[src/cgsd_pkg.sv]
package cgsd_pkg;

  localparam int NumLanes = 4;
  localparam int MaxCurvePoints = 4096;
  localparam int CntW = 13;
  localparam logic [CntW-1:0] CntCap =
    (MaxCurvePoints < 8191) ? CntW'(MaxCurvePoints) : CntW'(8191);
  localparam int QW = 34;  // quotient bits (33-bit magnitude, step >= 1)
  localparam int CfgIdxW = 3;

  typedef enum logic [CfgIdxW-1:0] {
    CfgGridStep = 3'd0,
    CfgShift0   = 3'd1,
    CfgShift1   = 3'd2,
    CfgShift2   = 3'd3,
    CfgShift3   = 3'd4,
    CfgDimsUsed = 3'd5
  } cfg_idx_e;

  typedef struct packed {
    logic signed [31:0] coord_0;
    logic signed [31:0] coord_1;
    logic signed [31:0] coord_2;
    logic signed [31:0] coord_3;
    logic               last_point;
  } in_item_t;

  typedef struct packed {
    logic signed [31:0] snap_0;
    logic signed [31:0] snap_1;
    logic signed [31:0] snap_2;
    logic signed [31:0] snap_3;
    logic               point_valid;
    logic               curve_end;
    logic [CntW-1:0]    kept_count;
    logic [CntW-1:0]    max_kept;
  } out_item_t;

  // lane control from the top level
  typedef struct packed {
    logic start;
  } lane_ctl_t;

  typedef struct packed {
    logic done;
  } lane_sts_t;

endpackage

[src/cgsd_lane.sv]
// One coordinate: restoring divide of (2|d|+g) by 2g, one bit per cycle,
// then multiply back and saturate.
module cgsd_lane (
  input  logic                  clk_i,
  input  logic                  rst_ni,
  input  cgsd_pkg::lane_ctl_t   ctl_i,
  input  logic signed [31:0]    coord_i,
  input  logic signed [31:0]    shift_i,
  input  logic [30:0]           step_i,
  output cgsd_pkg::lane_sts_t   sts_o,
  output logic signed [31:0]    snap_o
);

  localparam int QW = cgsd_pkg::QW;

  typedef enum logic [1:0] {StIdle, StDiv, StMul, StOut} state_e;

  state_e            state_q;
  logic [5:0]        cnt_q;
  logic              neg_q;
  logic [QW-1:0]     num_q;   // dividend bits shift out, quotient shifts in
  logic [QW-1:0]     rem_q;
  logic [31:0]       div_q;   // 2g
  logic [30:0]       g_q;
  logic [63:0]       prod_q;
  logic signed [31:0] snap_q;

  logic signed [32:0] diff;
  logic [32:0]        mag;
  logic [30:0]        g_eff;
  logic [QW:0]        trial;
  logic [QW:0]        sub;

  assign diff  = 33'(coord_i) - 33'(shift_i);
  assign mag   = diff[32] ? 33'(-diff) : 33'(diff);
  assign g_eff = (step_i == '0) ? 31'd1 : step_i;
  assign trial = {rem_q, num_q[QW-1]};
  assign sub   = trial - (QW+1)'(div_q);

  always_ff @(posedge clk_i or negedge rst_ni) begin
    if (!rst_ni) begin
      state_q <= StIdle;
      cnt_q   <= '0;
    end else begin
      case (state_q)
        StIdle: begin
          if (ctl_i.start) begin
            neg_q   <= diff[32];
            num_q   <= QW'({mag, 1'b0}) + QW'(g_eff);
            rem_q   <= '0;
            div_q   <= {g_eff, 1'b0};
            g_q     <= g_eff;
            cnt_q   <= 6'(QW);
            state_q <= StDiv;
          end
        end
        StDiv: begin
          if (!sub[QW]) begin
            rem_q <= sub[QW-1:0];
            num_q <= {num_q[QW-2:0], 1'b1};
          end else begin
            rem_q <= trial[QW-1:0];
            num_q <= {num_q[QW-2:0], 1'b0};
          end
          cnt_q <= cnt_q - 6'd1;
          if (cnt_q == 6'd1) state_q <= StMul;
        end
        StMul: begin
          // quotient <= 2^33; product of (q clipped) by g saturates anyway
          prod_q  <= (num_q[QW-1:32] != '0) ? 64'hFFFF_FFFF_FFFF_FFFF
                   : 64'(num_q[31:0]) * 64'(g_q);
          state_q <= StOut;
        end
        StOut: begin
          if (neg_q) begin
            snap_q <= (prod_q > 64'h8000_0000) ? 32'sh8000_0000
                    : 32'(-prod_q);
          end else begin
            snap_q <= (prod_q > 64'h7FFF_FFFF) ? 32'sh7FFF_FFFF
                    : 32'(prod_q);
          end
          state_q <= StIdle;
        end
        default: state_q <= StIdle;
      endcase
    end
  end

  assign sts_o.done = (state_q == StOut);
  assign snap_o     = snap_q;

endmodule

[config.mk]
export PLATFORM = sky130hd
export DESIGN_NAME = cgsd_lane
export DESIGN_NICKNAME = d
export VERILOG_FILES = /design/src/cgsd_pkg.sv /design/src/cgsd_lane.sv
export SDC_FILE = /design/constraint.sdc
export NUM_CORES = 2
export LEC_CHECK = 0
export BUFFER_PORTS_ARGS = -buffer_cell sky130_fd_sc_hd__buf_2
export CELL_PAD_IN_SITES_DETAIL_PLACEMENT = 1
export CELL_PAD_IN_SITES_GLOBAL_PLACEMENT = 2
export CORE_AREA = 4 4 338 407
export DETAILED_ROUTE_END_ITERATION = 12
export DIE_AREA = 0 0 342 411
export PLACE_DENSITY = 0.79
export SYNTH_ARGS = -nofsm -noshare
export SYNTH_HDL_FRONTEND = slang
export SYNTH_SLANG_ARGS = --single-unit
[constraint.sdc]
create_clock -name clk_i -period 9.3 [get_ports clk_i]
set_input_delay 1.86 -clock clk_i [delete_from_list [all_inputs] [get_ports clk_i]]
set_output_delay 1.86 -clock clk_i [all_outputs]
set_load 0.03 [all_outputs]
==> metrics list <==
- Summing every instance area after synthesis gives about 47000 sq um.
- Via count of the first global-routing pass: roughly 39000
- Clock latency on the worst-skew pair, taken at its later pin, is roughly 590 ps.
* Final Setup Violations: 0
- During I/O placement, the number of pins put on the boundary was between 100 and 150.
- Number of buffer and inverter stages on the critical path: 4
- Clock slew seen by the registers of the worst setup and hold paths: ~60 ps
- fa_1 takes more of the synthesized area than any other cell.
- The number of antenna violations at the first check in global routing is 13.
- In this run the mean area of a mapped cell was 9.15 sq um.
- The longest clock path from root to sink contains 3 buffers.
- HP Class: register to register
- Grouping stages by cell kind, the critical path spends the most delay in adder cells.
- Counting stages on the worst path, the most repeated cell is fa_1.
- Top fanout value on the critical path: 18
- Global Route met1 Usage: 26.3%
- Area Growth Syn to Fin: 7.53%
- Most area-consuming cells after synthesis: fa_1 37%, edfxtp_1 13%, ha_1 9.6%
- In this run the core area contains around 150 standard-cell rows.
* Multiplexer share of the synthesized area: 0.635%
- Average routed wire per standard cell: around 20 microns
* Nature of the critical path endpoint: register
- Total setup buffers inserted after CTS: 0
* Number of synthesized flops with an enable pin: between 150 and 200
* Number of synthesized register bits: 204
* Sum of net half-perimeters after detailed placement: 116000 microns
- IO Port Bufs: 130
* Clock root cell: clkbuf_16
* First-pass GRT wire length: 221000 microns
- Predominant post-synthesis flop cell: edfxtp_1
- The synthesized netlist devotes a little under half of its cell area to adder and majority cells.
- Fraction of final layout cells sized beyond drive strength 1: around 6.4%
- Setup repair after global routing left no endpoint under its margin.
- Global routing consumed, on the met3 layer, 3.29% of the routing resources.
* Number of cells traversed by the worst hold path: 2
* Vertical die dimension: roughly 410 microns
- Worst slew slack as a fraction of its limit: 33.1%
* Number of design rule violations left after detail routing: 0
- Status: finished, final reports clean
- Main combinational cell family by area after synthesis: adder cells
- Total via count in the routed design: ~34000
- Most congested layer reported by global routing: met2
- TritonCTS clock tree: built
- On the final layout, the worst clock skew is 25.3 ps.
- Total clock sinks: 204
* Met2 GRT Util: roughly 35%
- Dividing the detail-routed via count by the number of cells gives 4.99.
- Final-stage net count: ~6400
* Detailed-route wire length: 138000 microns
* Worst r2r src: div_q[6]$_DFFE_PP_
* Die area: about 140000 sq um
- The number of cells on the worst reg-to-reg path is 26.
- The share of synthesized area in the top cell type comes to between 30% and 40%.
- Synthesized-area fraction occupied by ao, oa, aoi and oai cells: under 10%
- Final weighted congestion in routability-driven placement: roughly 0.85
- The number of max-slew violations in the final report is 0.
- GRT overflow: 0
- Detailed Routing Iterations Pass 1: 5
- H-tree levels: 1
* Critical Path Source Type: register
- Counting the fill cells in the layout gives between 15000 and 20000.
- Entering global routing, the biggest net connects between 60 and 70 pins.
* GRT Util Overall: about a fifth
* Clock buffer count from CTS: 24
* Post-Syn Nets: 6406
* Remaining antenna violation count: 0
- Of the total synthesized cell area, the portion taken by XOR and XNOR cells is under 10%.
- The synthesized netlist devotes between 10% and 20% of its cell area to simple gates.
* Fmax: ~120 MHz
- Yosys warning count: 0
* Critical R2R Capture: prod_q[58]$_SDFFCE_PP1P_
- The final hold violation count was 0.
- Synthesized netlist cell count: just over 5000
- Number of maximum-capacitance violations: 0
- Die Wd: around 340 microns
- Register-to-register setup slack: 640 ps
- Initial core utilization: between 30% and 40%
- After clock tree synthesis, the flow added hold-fix buffers numbering 0.
- In this run the most critical hold path is launched from cnt_q[5]$_DFFE_PN0P_.
* Share of synthesized area occupied by flip-flops and latches: 13.1%
* Data arrival, critical path: 8960 ps
* Minimum period implied by the final worst setup slack: roughly 8700 ps
- The critical path is of the register to register type.
- The worst path uses between 90 and 100% of the clock period.
* Max stage delay cell, worst path: edfxtp_1
* Yosys cell types: 90
- Required time reported for the critical path endpoint: between 9000 and 10000 ps
- Final total negative setup slack: 0 ps
- The path with the worst hold slack has its endpoint at cnt_q[5]$_DFFE_PN0P_.
- Gates resized during post-CTS repair numbered 0.
* Critical path's largest stage delay: 780 ps
- The floorplan step defined a core boundary enclosing 133000 sq um.
- For this run, asynchronously set or reset flops after synthesis account for under 10%.
- The detailed router finished its first iteration with ~1400 violations.
- At the pin with the least slew margin, the transition time is roughly 1000 ps.
per-stage QoR:
stage	hold slack, ps	setup WS [ps]	area [sq um]	std cells	utilization [%]
after detailed placement	524	484	49200	6826	36.9
final	542	644	50000	6878	37.5
after floorplan	487	1620	46500	5082	-
after CTS	541	458	50000	6870	37.5
after global routing	563	55.7	50000	6873	37.5
after global placement	504	513	49200	6826	36.9
metal layers:
metal	part of all wire, %	vias up
met3	5.3	141
met2	48	607
met1	45	17800
li1	-	15700
met5	0.040	-
met4	1.8	8
flip-flops by register name, indices dropped and copies added, names as in the netlist:
name and cells:
prod_q 64, num_q 34, rem_q 34, snap_o 32
div_q 31, cnt_q 6, state_q 2, neg_q 1
worst min-delay path, stage by stage, from the launching register on:
cell and delay (ps):
dfrtp_1 370, xor2_1 80, o21ai_0 60
cells in the mapped netlist, drive strengths merged, types with 26 or more instances:
| master | n |
|---|---|
| inv | 969 |
| fa | 869 |
| nand2 | 654 |
| and2 | 548 |
| ha | 357 |
| clkbuf | 267 |
| edfxtp | 196 |
| a21oi | 158 |
| o21ai | 138 |
| nor2 | 132 |
| xnor2 | 102 |
| a21o | 100 |
| xor2 | 67 |
| nand3 | 41 |
| nor3 | 40 |
| and3 | 38 |
| a31oi | 37 |
| or3 | 31 |
| nor4 | 26 |
cell usage in the layout (no fill, tap or decap), types with 15 or more instances in the layout:
cell type	netlist	routed
inv_1	969	969
fa_1	869	869
nand2_1	654	654
and2_1	548	546
ha_1	357	356
edfxtp_1	196	196
a21oi_1	155	155
o21ai_0	133	133
nor2_1	131	130
buf_2	7	130
xnor2_1	102	102
a21o_1	100	100
buf_4	2	99
xor2_1	67	67
nand3_1	39	39
and3_1	38	37
nor3_1	37	36
a31oi_1	36	36
or3_1	30	30
mux2i_1	25	25
clkbuf_16	0	25
nand2b_1	24	24
nor4_1	23	23
o311ai_0	22	22
o21a_1	21	21
o21bai_1	18	18
nand4_1	18	18
nor2b_1	16	15
cell type report:
| type | instances | area [sq um] | area share, % |
|---|---|---|---|
| Antenna cell | 7 | 17.5 | 0.0350 |
| Clock inverter | 16 | 121 | 0.243 |
| Tap cell | 1788 | 2240 | 4.47 |
| Timing Repair Buffer | 236 | 1530 | 3.05 |
| Multi-Input combinational cell | 3630 | 35800 | 71.5 |
| Sequential cell | 204 | 6090 | 12.2 |
| Inverter | 969 | 3640 | 7.27 |
| Clock buffer | 28 | 637 | 1.27 |
worst max path at each step:
stage | endpoint | start | cells after the start | slack (ps)
detailed placement | prod_q[59]$_SDFFCE_PP1P_ | num_q[6]$_DFFE_PP_ | 27 | 480
CTS | prod_q[59]$_SDFFCE_PP1P_ | num_q[6]$_DFFE_PP_ | 27 | 460
finish | prod_q[58]$_SDFFCE_PP1P_ | div_q[6]$_DFFE_PP_ | 26 | 640
floorplan | prod_q[59]$_SDFFCE_PP1P_ | div_q[5]$_DFFE_PP_ | 28 | 1620
global placement | prod_q[60]$_SDFFCE_PP1P_ | num_q[6]$_DFFE_PP_ | 27 | 510
global route | prod_q[56]$_SDFFCE_PP1P_ | div_q[9]$_DFFE_PP_ | 27 | 60
cell families after synthesis:
kind of cell / count (synthesis)
buffers and inverters: 1248
AO/OA/AOI/OAI: 602
flip-flops: 204
AND/OR/NAND/NOR: 1604
adder cells (fa/ha/maj): 1226
XOR/XNOR: 169
multiplexers: 29
Power is not shown: default switching activity piles up to over one toggle a cycle in this logic, so the estimate is an artifact.
