<file path="config.mk">
export PLATFORM = sky130hd
export DESIGN_NAME = cgsd_merge
export DESIGN_NICKNAME = d
export VERILOG_FILES = /design/src/cgsd_pkg.sv /design/src/cgsd_merge.sv
export SDC_FILE = /design/constraint.sdc
export NUM_CORES = 1
export LEC_CHECK = 0
export ABC_CLOCK_PERIOD_IN_PS = 9200
export BUFFER_PORTS_ARGS = -buffer_cell sky130_fd_sc_hd__buf_2
export CORE_MARGIN = 4
export CORE_UTILIZATION = 45
export DETAILED_ROUTE_END_ITERATION = 8
export HOLD_SLACK_MARGIN = 0.02
export PLACE_DENSITY = 0.7
export SLEW_MARGIN = 40
export SYNTH_ARGS = -nofsm -noshare
export SYNTH_HDL_FRONTEND = slang
export SYNTH_SLANG_ARGS = --single-unit
</file>
<file path="constraint.sdc">
create_clock -name clk_i -period 9.2 [get_ports clk_i]
set_input_delay 0.92 -clock clk_i [delete_from_list [all_inputs] [get_ports clk_i]]
set_output_delay 0.92 -clock clk_i [all_outputs]
set_load 0.02 [all_outputs]
</file>
<file path="src/cgsd_pkg.sv">
package cgsd_pkg;

  localparam int NumLanes = 4;
  localparam int MaxCurvePoints = 4096;
  localparam int CntW = 13;
  localparam logic [CntW-1:0] CntCap =
    (MaxCurvePoints < 8191) ? CntW'(MaxCurvePoints) : CntW'(8191);
  localparam int QW = 34;  // quotient bits (33-bit magnitude, step >= 1)
  localparam int CfgIdxW = 3;

  typedef enum logic [CfgIdxW-1:0] {
    CfgGridStep = 3'd0,
    CfgShift0   = 3'd1,
    CfgShift1   = 3'd2,
    CfgShift2   = 3'd3,
    CfgShift3   = 3'd4,
    CfgDimsUsed = 3'd5
  } cfg_idx_e;

  typedef struct packed {
    logic signed [31:0] coord_0;
    logic signed [31:0] coord_1;
    logic signed [31:0] coord_2;
    logic signed [31:0] coord_3;
    logic               last_point;
  } in_item_t;

  typedef struct packed {
    logic signed [31:0] snap_0;
    logic signed [31:0] snap_1;
    logic signed [31:0] snap_2;
    logic signed [31:0] snap_3;
    logic               point_valid;
    logic               curve_end;
    logic [CntW-1:0]    kept_count;
    logic [CntW-1:0]    max_kept;
  } out_item_t;

  // lane control from the top level
  typedef struct packed {
    logic start;
  } lane_ctl_t;

  typedef struct packed {
    logic done;
  } lane_sts_t;

endpackage

</file>
<file path="src/cgsd_merge.sv">
// Dedup against last kept point, per-curve and running max counts.
module cgsd_merge (
  input  logic                    clk_i,
  input  logic                    rst_ni,
  input  logic                    go_i,
  input  logic [2:0]              dims_i,
  input  logic                    last_i,
  input  logic signed [31:0]      snap_i [cgsd_pkg::NumLanes],
  output logic                    emit_o,
  output cgsd_pkg::out_item_t     res_o
);

  localparam int N = cgsd_pkg::NumLanes;
  localparam int CntW = cgsd_pkg::CntW;

  logic signed [31:0] prev_q [N];
  logic               have_prev_q;
  logic [CntW-1:0]    kept_q, max_q;

  logic signed [31:0] snap_m [N];
  logic               keep;
  logic [CntW-1:0]    kept_n, max_n;

  always_comb begin
    keep = !have_prev_q;
    for (int j = 0; j < N; j++) begin
      snap_m[j] = (3'(j) < dims_i) ? snap_i[j] : 32'sd0;
      // only coordinates in use take part in the repeat test
      if ((3'(j) < dims_i) && (snap_m[j] != prev_q[j])) keep = 1'b1;
    end
    kept_n = kept_q;
    max_n  = max_q;
    if (keep) begin
      if (kept_q < cgsd_pkg::CntCap) kept_n = kept_q + CntW'(1);
      if (kept_n > max_q) max_n = kept_n;
    end
  end

  assign emit_o = go_i && (keep || last_i);

  always_comb begin
    res_o.snap_0      = keep ? snap_m[0] : '0;
    res_o.snap_1      = keep ? snap_m[1] : '0;
    res_o.snap_2      = keep ? snap_m[2] : '0;
    res_o.snap_3      = keep ? snap_m[3] : '0;
    res_o.point_valid = keep;
    res_o.curve_end   = last_i;
    res_o.kept_count  = kept_n;
    res_o.max_kept    = max_n;
  end

  always_ff @(posedge clk_i or negedge rst_ni) begin
    if (!rst_ni) begin
      have_prev_q <= 1'b0;
      kept_q      <= '0;
      max_q       <= '0;
      for (int j = 0; j < N; j++) prev_q[j] <= '0;
    end else if (go_i) begin
      if (keep) begin
        for (int j = 0; j < N; j++) prev_q[j] <= snap_m[j];
      end
      max_q <= max_n;
      if (last_i) begin
        have_prev_q <= 1'b0;
        kept_q      <= '0;
      end else begin
        have_prev_q <= have_prev_q | keep;
        kept_q      <= kept_n;
      end
    end
  end

endmodule

</file>
==> results of run 1 <==
## worst paths after layout
check                           from         end  slack [ns]
min in group clk_i         max_q[12]   max_q[12]        0.51
setup / recovery           dims_i[2]    res_o[4]        2.67
hold reg to reg            max_q[12]   max_q[12]        0.51
setup reg to reg           kept_q[0]    max_q[0]        4.81
max in group asynchronous     rst_ni  prev_q[94]        7.63
hold / removal                rst_ni    max_q[7]        0.47
## cell families after synthesis
| family | synth area share (%) |
|---|---|
| mux | 2.673 |
| flops | 35.40 |
| simple gates | 27.44 |
| buf+inv | 7.001 |
| compound gates | 19.00 |
| fa+ha+maj | 1.599 |
| xor+xnor | 6.875 |
## cells in the final DEF (no fill, tap or decap), drive strengths merged, types with 16 or more instances in the layout
cell      n
and3     97
clkbuf   18
nand2   239
o32ai    29
nor4bb   27
buf     303
a31oi    31
nand3    26
nor3     46
inv      66
o22ai    20
o21a     24
o311ai   16
xnor2    66
a21oi    34
dfrtp   155
nand4    47
nand4b   16
nor2     61
o31ai    33
o21ai   110
xor2     20
## registers in the layout, indices dropped and copies added (netlist names)
signal and cells:
have_prev_q 1, kept_q 13, max_q 13, prev_q 128
## critical path: stages
cell and delay, ns:
sky130_fd_sc_hd__buf_6 0.25, sky130_fd_sc_hd__or2_2 0.39, sky130_fd_sc_hd__buf_4 0.31, sky130_fd_sc_hd__o21a_1 0.18
sky130_fd_sc_hd__o311ai_0 0.54, sky130_fd_sc_hd__nand4_1 0.18, sky130_fd_sc_hd__o41ai_1 0.49, sky130_fd_sc_hd__o2111ai_1 0.34
sky130_fd_sc_hd__nor2_4 0.14, sky130_fd_sc_hd__buf_4 0.42, sky130_fd_sc_hd__inv_2 0.42, sky130_fd_sc_hd__nand3_2 0.39
sky130_fd_sc_hd__mux2_2 0.37, sky130_fd_sc_hd__buf_2 0.16
## power breakdown
group | switching, uW | leakage, uW | internal [uW]
Clock | 320 | 0.000286 | 393
Sequential | 66.7 | 0.00197 | 738
Combinational | 269 | 0.00393 | 186
## area by class of cell
type	instances	share of cell area [%]
Clock buffer	18	3.376
Clock inverter	14	1.164
Inverter	57	1.645
Multi-Input combinational cell	1034	48.68
Sequential cell	155	29.82
Tap cell	319	3.068
Timing Repair Buffer	303	12.25
## routing by layer
layer / vias up / GRT usage, % / wire length, um / share of wire [%]
li1: 5334 / - / - / -
met4: 4 / 6.710 / 606 / 2.0
met2: 320 / 35.83 / 14200 / 47
met5: - / 0 / 19 / 0.063
met1: 4970 / 29.56 / 13600 / 45
met3: 46 / 3.689 / 1795 / 5.9
## synthesized netlist by cell type (24+ instances only)
library cell	number	area share, %
sky130_fd_sc_hd__xnor2_1	66	5.3
sky130_fd_sc_hd__clkbuf_1	56	1.9
sky130_fd_sc_hd__inv_1	56	1.9
sky130_fd_sc_hd__a21oi_1	34	1.6
sky130_fd_sc_hd__nand4_1	46	2.6
sky130_fd_sc_hd__nor3_1	45	2.1
sky130_fd_sc_hd__and3_1	97	5.5
sky130_fd_sc_hd__o21ai_1	96	4.4
sky130_fd_sc_hd__nor4bb_1	27	2.5
sky130_fd_sc_hd__nor2_1	60	2.1
sky130_fd_sc_hd__o21a_1	24	1.6
sky130_fd_sc_hd__o32ai_1	29	2.3
sky130_fd_sc_hd__a31oi_1	31	1.8
sky130_fd_sc_hd__nand3_1	25	1.1
sky130_fd_sc_hd__nand2_1	239	8.2
sky130_fd_sc_hd__dfrtp_1	155	35
sky130_fd_sc_hd__o31ai_1	33	2.3
## stage by stage
stage,utilization (%),cell area [um2],power (uW),hold slack [ns]
6_report,54.93,13010,1973,0.4712
5_1_grt,54.93,13010,2084,0.5414
4_1_cts,54.83,12990,1990,0.5117
3_5_place_dp,52.34,12400,1271,0.4967
3_3_place_gp,52.29,12380,1257,0.4892
2_1_floorplan,-,10960,1110,0.4698
==> out/qor.csv, run 1 <==
metric,value,unit
detailroute.via_count,10670,
drive_above_1_share,22.71,%
final.fill_count,2218,
worstHoldPathType,in -> async,
clockRootBuffer,sky130_fd_sc_hd__clkbuf_16,
cts-buffers-inserted,17,
nets,1717,
finalCritPeriodShare,70.98,%
run_status,completed,
avgRoutedWirePerCell,15.90,um
gp_routability_congestion,0.8452,
grt_usage,21.80,%
layout-area-overhead-vs-synth,18.74,%
worst-r2r-cell-count,13,
peakVddDrop,0.00009365,V
relSlewSlack,50.30,%
core_area,23680,um2
avgViaCountPerCell,5.618,
seq_area_frac_synth,35.40,%
die_area,26910,um2
grt_first_pass_wirelength,48510,um
pin_count,292,
dp_worst_setup_slack,2.632,ns
grt_start_max_net_pins,118,
critical_path_peak_fanout,117,
fin_crit,6.530,ns
mappedNetlistArea,10960,um2
tritoncts,done,
clock_skew,0.01584,ns
setup_total_negative_slack,0,ns
synth-edff-count,0,
setup_violations,0,
ctsLongestPathBuffers,2,
synth_cell_types,58,
drtPass1Iterations,5,
multiInputGateArea,6332,um2
resized_cells_post_cts,0,
critical_path_class,in -> out,
grt_antenna_before_repair,2,
final.setup.worst_slack,2.670,ns
floorplan.die.height,164.0,um
worst_slew_pin_slew,0.7454,ns
finalHoldViolCount,0,
remaining_number_of_nets_flagged_by_the_antenna_check_after_routing,0,
start_kind,input pin,
synth.avg_cell_area,8.139,um2
worst_path_clk_slew,0.07,ns
dominantRegCellSynth,sky130_fd_sc_hd__dfrtp_1,
area_used_by_sequential_logic_in_the_layout,3879,um2
grt_setup_unrepaired,false,
io_buffer_count,291,
drt-initial-drc-count,739,
clkSinkCount,155,
synthesis.instances,1346,
worstSetupEndpointType,primary output,
antenna_cells_inserted,0,
gr-total-overflow,0,
timing.fmax,153.1,MHz
ys_ff_latch,155,
placementRows,56,
synth_fp_nets,1495,
timing.critical_path.arrival,5.61,ns
placedCellCount,1867,
postSynth.asyncResetShare,100.0,%
worstSkewPairLatency,0.43,ns
timing.critical_path.required,8.28,ns
maximum_level_of_the_cts_h_tree,4,
slew_viol_final,0,
floorplan.die.width,164.0,um
pwr_density_cell,151.6,nW/um2
finish.cell_count_without_fillers,1900,
p_leak,0.006180,uW
max-cap-violations,0,
synth-warning-count,0,
ctsHoldBuffers,0,
floorplan.initialDensity,46.26,%
place.detailed.hpwl,21510,um
wl,30220,um
detail_route.drc_violations,0,
vias_in_the_first_global_route,9767,
cts_setup_buffers,0,
No activity file was read; power rests on OpenSTA's default activity.
==> inputs of run 2 (changes only) <==
--- a/config.mk
+++ b/config.mk
@@ -5,7 +5,7 @@
 export SDC_FILE = /design/constraint.sdc
 export NUM_CORES = 1
 export LEC_CHECK = 0
-export ABC_CLOCK_PERIOD_IN_PS = 9200
+export ABC_CLOCK_PERIOD_IN_PS = 6200
 export BUFFER_PORTS_ARGS = -buffer_cell sky130_fd_sc_hd__buf_2
 export CORE_MARGIN = 4
 export CORE_UTILIZATION = 45
==> constraint.sdc (replaced) <==
create_clock -name clk_i -period 6.2 [get_ports clk_i]
set_input_delay 0.62 -clock clk_i [delete_from_list [all_inputs] [get_ports clk_i]]
set_output_delay 0.62 -clock clk_i [all_outputs]
set_load 0.02 [all_outputs]
==> run 2 against run 1 <==
Effect of this change: setup slack worse by 1.8 ns; critical endpoint is now res_o[0]; die area unchanged; combinational power up 50%; final area up 0.50%; global-route usage down 0.31 points; clock power up 44%; first-iteration DRC count up 7.0%; flip-flop and latch count unchanged.
==> out/qor.csv, run 2 (same netlist as run 1, synthesis figures left out) <==
metric,value,unit,change
run_status,completed,,unchanged
grt_setup_unrepaired,false,,unchanged
worstSkewPairLatency,0.43,ns,about the same
worstReg2RegEnd,max_q[3],,was max_q[0]
vias_in_the_first_global_route,9688,,was 9767
cts-buffers-inserted,17,,unchanged
layout-area-overhead-vs-synth,19.34,%,was 18.74%
clockRootBuffer,sky130_fd_sc_hd__clkbuf_16,,unchanged
slew_viol_final,0,,unchanged
cts_setup_buffers,0,,unchanged
critical_path_class,reg -> out,,was in -> out
floorplan.die.height,164.0,um,unchanged
detail_route.drc_violations,0,,unchanged
setup_violations,0,,unchanged
peakVddDrop,0.0001758,V,was 0.00009365 V
timing.fmax,189.3,MHz,
final.hold.worst_slack,0.1817,ns,was 0.4712 ns
timing.rr.start,kept_q[0],,unchanged
gr-total-overflow,0,,unchanged
nets,1719,,was 1717
largest_register_ffs,128,,unchanged
floorplan.initialDensity,46.26,%,unchanged
drtPass1Iterations,5,,unchanged
pin_count,292,,unchanged
gp_routability_congestion,0.8458,,was 0.8452
clock_skew,0.01897,ns,was 0.01584 ns
worstSetupEndpointType,primary output,,unchanged
grt_first_pass_wirelength,47840,um,was 48510 um
maximum_level_of_the_cts_h_tree,4,,unchanged
placementRows,56,,unchanged
timing.critical_path.arrival,4.66,ns,was 5.61 ns
multiInputGateArea,6340,um2,was 6332 um2
leading_cell_type_in_the_layout_fill_and_taps_excluded,sky130_fd_sc_hd__buf_2,,unchanged
remaining_number_of_nets_flagged_by_the_antenna_check_after_routing,0,,unchanged
floorplan.die.width,164.0,um,unchanged
drt-initial-drc-count,791,,was 739
io_buffer_count,291,,unchanged
wl,29740,um,was 30220 um
max-cap-violations,0,,unchanged
grt_start_max_net_pins,113,,was 118
worst_slew_pin_slew,0.7595,ns,was 0.7454 ns
finalHoldViolCount,0,,unchanged
grt_usage,21.50,%,was 21.80%
critical_path_peak_fanout,12,,was 117
worstHoldPathType,in -> async,,unchanged
ctsHoldBuffers,0,,unchanged
relSlewSlack,49.37,%,was 50.30%
cpMaxStageDelayCell,sky130_fd_sc_hd__dfrtp_1,,was sky130_fd_sc_hd__o311ai_0
p_leak,0.006205,uW,was 0.006180 uW
worstPathBufferInverterCount,1,,was 5
worst_path_most_repeated_cell,sky130_fd_sc_hd__ha_1,,was sky130_fd_sc_hd__buf_4
die_area,26910,um2,unchanged
worst_path_clk_slew,0.07,ns,about the same
worst-r2r-setup-slack,1.88,ns,was 4.81 ns
drive_above_1_share,22.68,%,was 22.71%
tritoncts,done,,unchanged
critical-path-top-delay-family,simple AND/OR/NAND/NOR gates,,was buffers and inverters
worst-r2r-cell-count,13,,unchanged
area_used_by_sequential_logic_in_the_layout,3879,um2,unchanged
avgRoutedWirePerCell,15.63,um,was 15.90 um
setup_total_negative_slack,0,ns,unchanged
resized_cells_post_cts,0,,unchanged
grt_antenna_before_repair,4,,was 2
start_kind,register,,was input pin
final.fill_count,2259,,was 2218
core_area,23680,um2,unchanged
finalCritPeriodShare,85.20,%,
avgViaCountPerCell,5.580,,was 5.618
most-common-layout-cells,"sky130_fd_sc_hd__buf_2 (289), sky130_fd_sc_hd__nand2_1 (239), sky130_fd_sc_hd__dfrtp_1 (155)",,unchanged
timing.critical_path.required,5.58,ns,was 8.28 ns
clkSinkCount,155,,unchanged
place.detailed.hpwl,21120,um,was 21510 um
pwr_density_cell,222.6,nW/um2,was 151.6 nW/um2
reg.largest.list,"prev_q: 128 flops, kept_q: 13 flops, max_q: 13 flops",,unchanged
detailroute.via_count,10620,,was 10670
fin_crit,5.282,ns,
registers.top_by_ff_count,prev_q,,unchanged
critical_path.cell_chain,"ha_1, nor2b_1, nand2_1, nor2_1, xor2_1, ha_1, and4_1, a2111oi_0, o211ai_1, a31o_2, a21o_1, nand3_2, mux2_2, buf_2",,"was buf_6, or2_2, buf_4, o21a_1, o311ai_0, nand4_1, o41ai_1, o2111ai_1, nor2_4, buf_4, inv_2, nand3_2, mux2_2, buf_2"
critical_path.max_stage_delay,0.48,ns,was 0.54 ns
ctsLongestPathBuffers,2,,unchanged
[run 2: worst max-delay path by stage]
stage / from / endpoint / slack (ns) / depth (start not counted)
floorplan: kept_q[0] / res_o[10] / 2.03 / 14
global placement: dims_i[2] / res_o[6] / 0.98 / 13
detailed placement: dims_i[2] / res_o[0] / 1.03 / 13
CTS: kept_q[0] / res_o[0] / 0.92 / 14
global route: kept_q[0] / res_o[0] / 0.47 / 14
finish: kept_q[0] / res_o[0] / 0.92 / 14
[run 2: area by class of cell]
class                   instances  share of cell area [%]
inverters                      57                   1.637
clock inverters                13                   1.091
well taps                     319                   3.053
clock buffers                  19                   3.311
multi-input cells            1034                   48.49
diodes                          1                 0.01914
flip-flops and latches        155                   29.67
repair buffers                305                   12.73
[run 2: where the power goes]
group	total (uW)	leakage (uW)	internal (uW)	switching (uW)
clock network	1030	0.000278	596	438
registers	1200	0.00197	1100	99.3
logic	681	0.00396	281	400
total	2910	0.00621	1970	937
[run 2: metal layers]
layer,GRT usage [%],share of wire (%)
met5,0,0.16
met4,5.337,1.7
met3,4.567,6.0
met2,35.16,47
met1,29.27,45
[run 2: through the flow]
step           area [um2]  worst slack, ns  std cells  power (uW)  util, %
6_report            13070           0.9177       1903        2910    55.20
2_1_floorplan       10960            2.029       1346        1647        -
3_3_place_gp        12450           0.9847       1869        1872    52.57
4_1_cts             13060           0.9220       1902        2940    55.16
3_5_place_dp        12490            1.033       1870        1895    52.73
5_1_grt             13070           0.4658       1903        3077    55.20
==> inputs of run 3 (changes only) <==
--- a/config.mk
+++ b/config.mk
@@ -5,13 +5,14 @@
 export SDC_FILE = /design/constraint.sdc
 export NUM_CORES = 1
 export LEC_CHECK = 0
-export ABC_CLOCK_PERIOD_IN_PS = 6200
+export ABC_CLOCK_PERIOD_IN_PS = 5000
 export BUFFER_PORTS_ARGS = -buffer_cell sky130_fd_sc_hd__buf_2
 export CORE_MARGIN = 4
 export CORE_UTILIZATION = 45
 export DETAILED_ROUTE_END_ITERATION = 8
 export HOLD_SLACK_MARGIN = 0.02
 export PLACE_DENSITY = 0.7
+export SETUP_SLACK_MARGIN = 0.1
 export SLEW_MARGIN = 40
 export SYNTH_ARGS = -nofsm -noshare
 export SYNTH_HDL_FRONTEND = slang
==> constraint.sdc (replaced) <==
create_clock -name clk_i -period 5 [get_ports clk_i]
set_input_delay 0.5 -clock clk_i [delete_from_list [all_inputs] [get_ports clk_i]]
set_output_delay 0.5 -clock clk_i [all_outputs]
set_load 0.02 [all_outputs]
==> run 3 against run 2 <==
Effect of this change: die area unchanged; routed wire length increased by 2.4%; flip-flop and latch count unchanged; setup slack got worse by 0.54 ns; core utilization increased by 0.54 points; global-route usage increased by 0.27 points; critical path depth unchanged.
==> out/qor.csv, run 3 (same netlist as run 1, synthesis figures left out) <==
metric,value,unit,change
run_status,completed,,unchanged
registers.top_by_ff_count,prev_q,,unchanged
critical_path.max_stage_delay,0.48,ns,about the same
io_buffer_count,291,,unchanged
p_leak,0.006268,uW,was 0.006205 uW
maximum_level_of_the_cts_h_tree,4,,unchanged
drtPass1Iterations,7,,was 5
critical_path_peak_fanout,12,,unchanged
final_core_util,55.75,%,was 55.20%
setup_violations,0,,unchanged
grt_start_max_net_pins,117,,was 113
grt_usage,21.77,%,was 21.50%
fin_crit,4.621,ns,
pwr_density_cell,281.4,nW/um2,was 222.6 nW/um2
worst_slew_pin_slew,0.7783,ns,was 0.7595 ns
remaining_number_of_nets_flagged_by_the_antenna_check_after_routing,0,,unchanged
critical_path_class,reg -> out,,unchanged
floorplan.initialDensity,46.26,%,unchanged
largest_register_ffs,128,,unchanged
final.fill_count,2269,,was 2259
peakVddDrop,0.0001672,V,was 0.0001758 V
floorplan.die.height,164.0,um,unchanged
slew_viol_final,0,,unchanged
gp_routability_congestion,0.8530,,was 0.8458
cts-buffers-inserted,17,,unchanged
finalCritPeriodShare,92.42,%,
tritoncts,done,,unchanged
clkSinkCount,155,,unchanged
layout-area-overhead-vs-synth,20.51,%,was 19.34%
placementRows,56,,unchanged
vias_in_the_first_global_route,9755,,was 9688
place.detailed.hpwl,21810,um,was 21120 um
core_area,23680,um2,unchanged
nets,1725,,was 1719
die_area,26910,um2,unchanged
setup_total_negative_slack,0,ns,unchanged
power.total,3715,uW,was 2910 uW
worstSkewPairLatency,0.42,ns,was 0.43 ns
start_kind,register,,unchanged
area_used_by_sequential_logic_in_the_layout,3882,um2,was 3879 um2
grt_first_pass_wirelength,48490,um,was 47840 um
worstHoldPathType,in -> async,,unchanged
gr-total-overflow,0,,unchanged
grt_antenna_before_repair,4,,unchanged
drt-initial-drc-count,767,,was 791
finalHoldViolCount,0,,unchanged
avgRoutedWirePerCell,15.96,um,was 15.63 um
placedCellCount,1874,,was 1870
clock_skew,0.01373,ns,was 0.01897 ns
multiInputGateArea,6389,um2,was 6340 um2
detailroute.via_count,10770,,was 10620
wl,30470,um,was 29740 um
timing.fmax,216.4,MHz,
grt_setup_unrepaired,false,,unchanged
worst_path_clk_slew,0.07,ns,about the same
detail_route.drc_violations,0,,unchanged
worstSetupEndpointType,primary output,,unchanged
relSlewSlack,48.11,%,was 49.37%
floorplan.die.width,164.0,um,unchanged
most-common-layout-cells,"sky130_fd_sc_hd__buf_2 (289), sky130_fd_sc_hd__nand2_1 (238), sky130_fd_sc_hd__dfrtp_1 (152)",,"was sky130_fd_sc_hd__buf_2 (289), sky130_fd_sc_hd__nand2_1 (239), sky130_fd_sc_hd__dfrtp_1 (155)"
leading_cell_type_in_the_layout_fill_and_taps_excluded,sky130_fd_sc_hd__buf_2,,unchanged
drive_above_1_share,23.73,%,was 22.68%
critical_path.cell_chain,"inv_1, nand4_1, nor2_4, nand2_1, xnor2_2, ha_1, and4_1, a2111oi_1, o211ai_1, a31o_2, a21o_1, nand3_4, mux2_2, buf_2",,"was ha_1, nor2b_1, nand2_1, nor2_1, xor2_1, ha_1, and4_1, a2111oi_0, o211ai_1, a31o_2, a21o_1, nand3_2, mux2_2, buf_2"
max-cap-violations,0,,unchanged
reg.largest.list,"prev_q: 128 flops, kept_q: 13 flops, max_q: 13 flops",,unchanged
timing.critical_path.required,4.50,ns,was 5.58 ns
clockRootBuffer,sky130_fd_sc_hd__clkbuf_16,,unchanged
ctsLongestPathBuffers,2,,unchanged
pin_count,292,,unchanged
timing.critical_path.arrival,4.12,ns,was 4.66 ns
cpMaxStageDelayCell,sky130_fd_sc_hd__dfrtp_1,,unchanged
avgViaCountPerCell,5.639,,was 5.580
finish.cell_count_without_fillers,1909,,was 1903
[run 3: where the power goes]
group	leakage, uW	internal, uW	switching (uW)
logic	0.00400	350	499
registers	0.00196	1360	127
clock network	0.000304	812	567
[run 3: path summary, 6_finish.rpt]
path,startpoint,slack (ns),endpoint,cells after the start
worst max-delay path,kept_q[12],0.38,res_o[8],14
worst min register to register,max_q[12],0.52,max_q[12],1
worst max register to register,kept_q[12],1.07,max_q[0],13
max in group asynchronous,rst_ni,3.88,kept_q[4],2
min in group clk_i,snap_i[78],0.34,prev_q[78],3
worst min-delay path,rst_ni,0.13,max_q[4],1
[run 3: worst max-delay path: cells and delay by family, from the launching register on]
family	cells	cell delay, ns
AO/OA/AOI/OAI	4	1.07
XOR/XNOR	1	0.17
adder cells (fa/ha/maj)	1	0.32
buffers and inverters	2	0.31
flip-flops	1	0.48
multiplexers	1	0.36
AND/OR/NAND/NOR	5	0.99
[run 3: layer usage]
metal	global-route usage [%]	wire length, um	vias to the layer above	share of wire (%)
li1	-	-	5345	-
met1	30.74	14080	5040	46
met2	34.91	14150	333	46
met3	3.639	1798	41	5.9
met4	5.604	411	6	1.3
met5	0	34	-	0.11
[run 3: area by class of cell]
cell class | instances | share of cell area (%)
multi-input cells | 1034 | 48.39
flip-flops and latches | 155 | 29.41
repair buffers | 311 | 12.82
clock buffers | 18 | 3.326
well taps | 319 | 3.023
inverters | 57 | 1.621
clock inverters | 14 | 1.393
diodes | 1 | 0.01895
[run 3: through the flow]
stage	hold slack [ns]	cell area [um2]	setup WS, ns
floorplan	0.2044	10960	0.9485
global route	0.1918	13200	0.1142
global placement	0.4979	12500	0.3772
detailed placement	0.5073	12500	0.3258
finish	0.1338	13200	0.3789
CTS	0.1752	13140	0.1690
[run 3: what timing repair did]
action | CTS | global route
pin swaps | 0 | 3
gates resized for setup | 4 | 11
setup buffers | 0 | 2
hold buffers | 0 | 0
setup endpoints to repair | 12 | 12
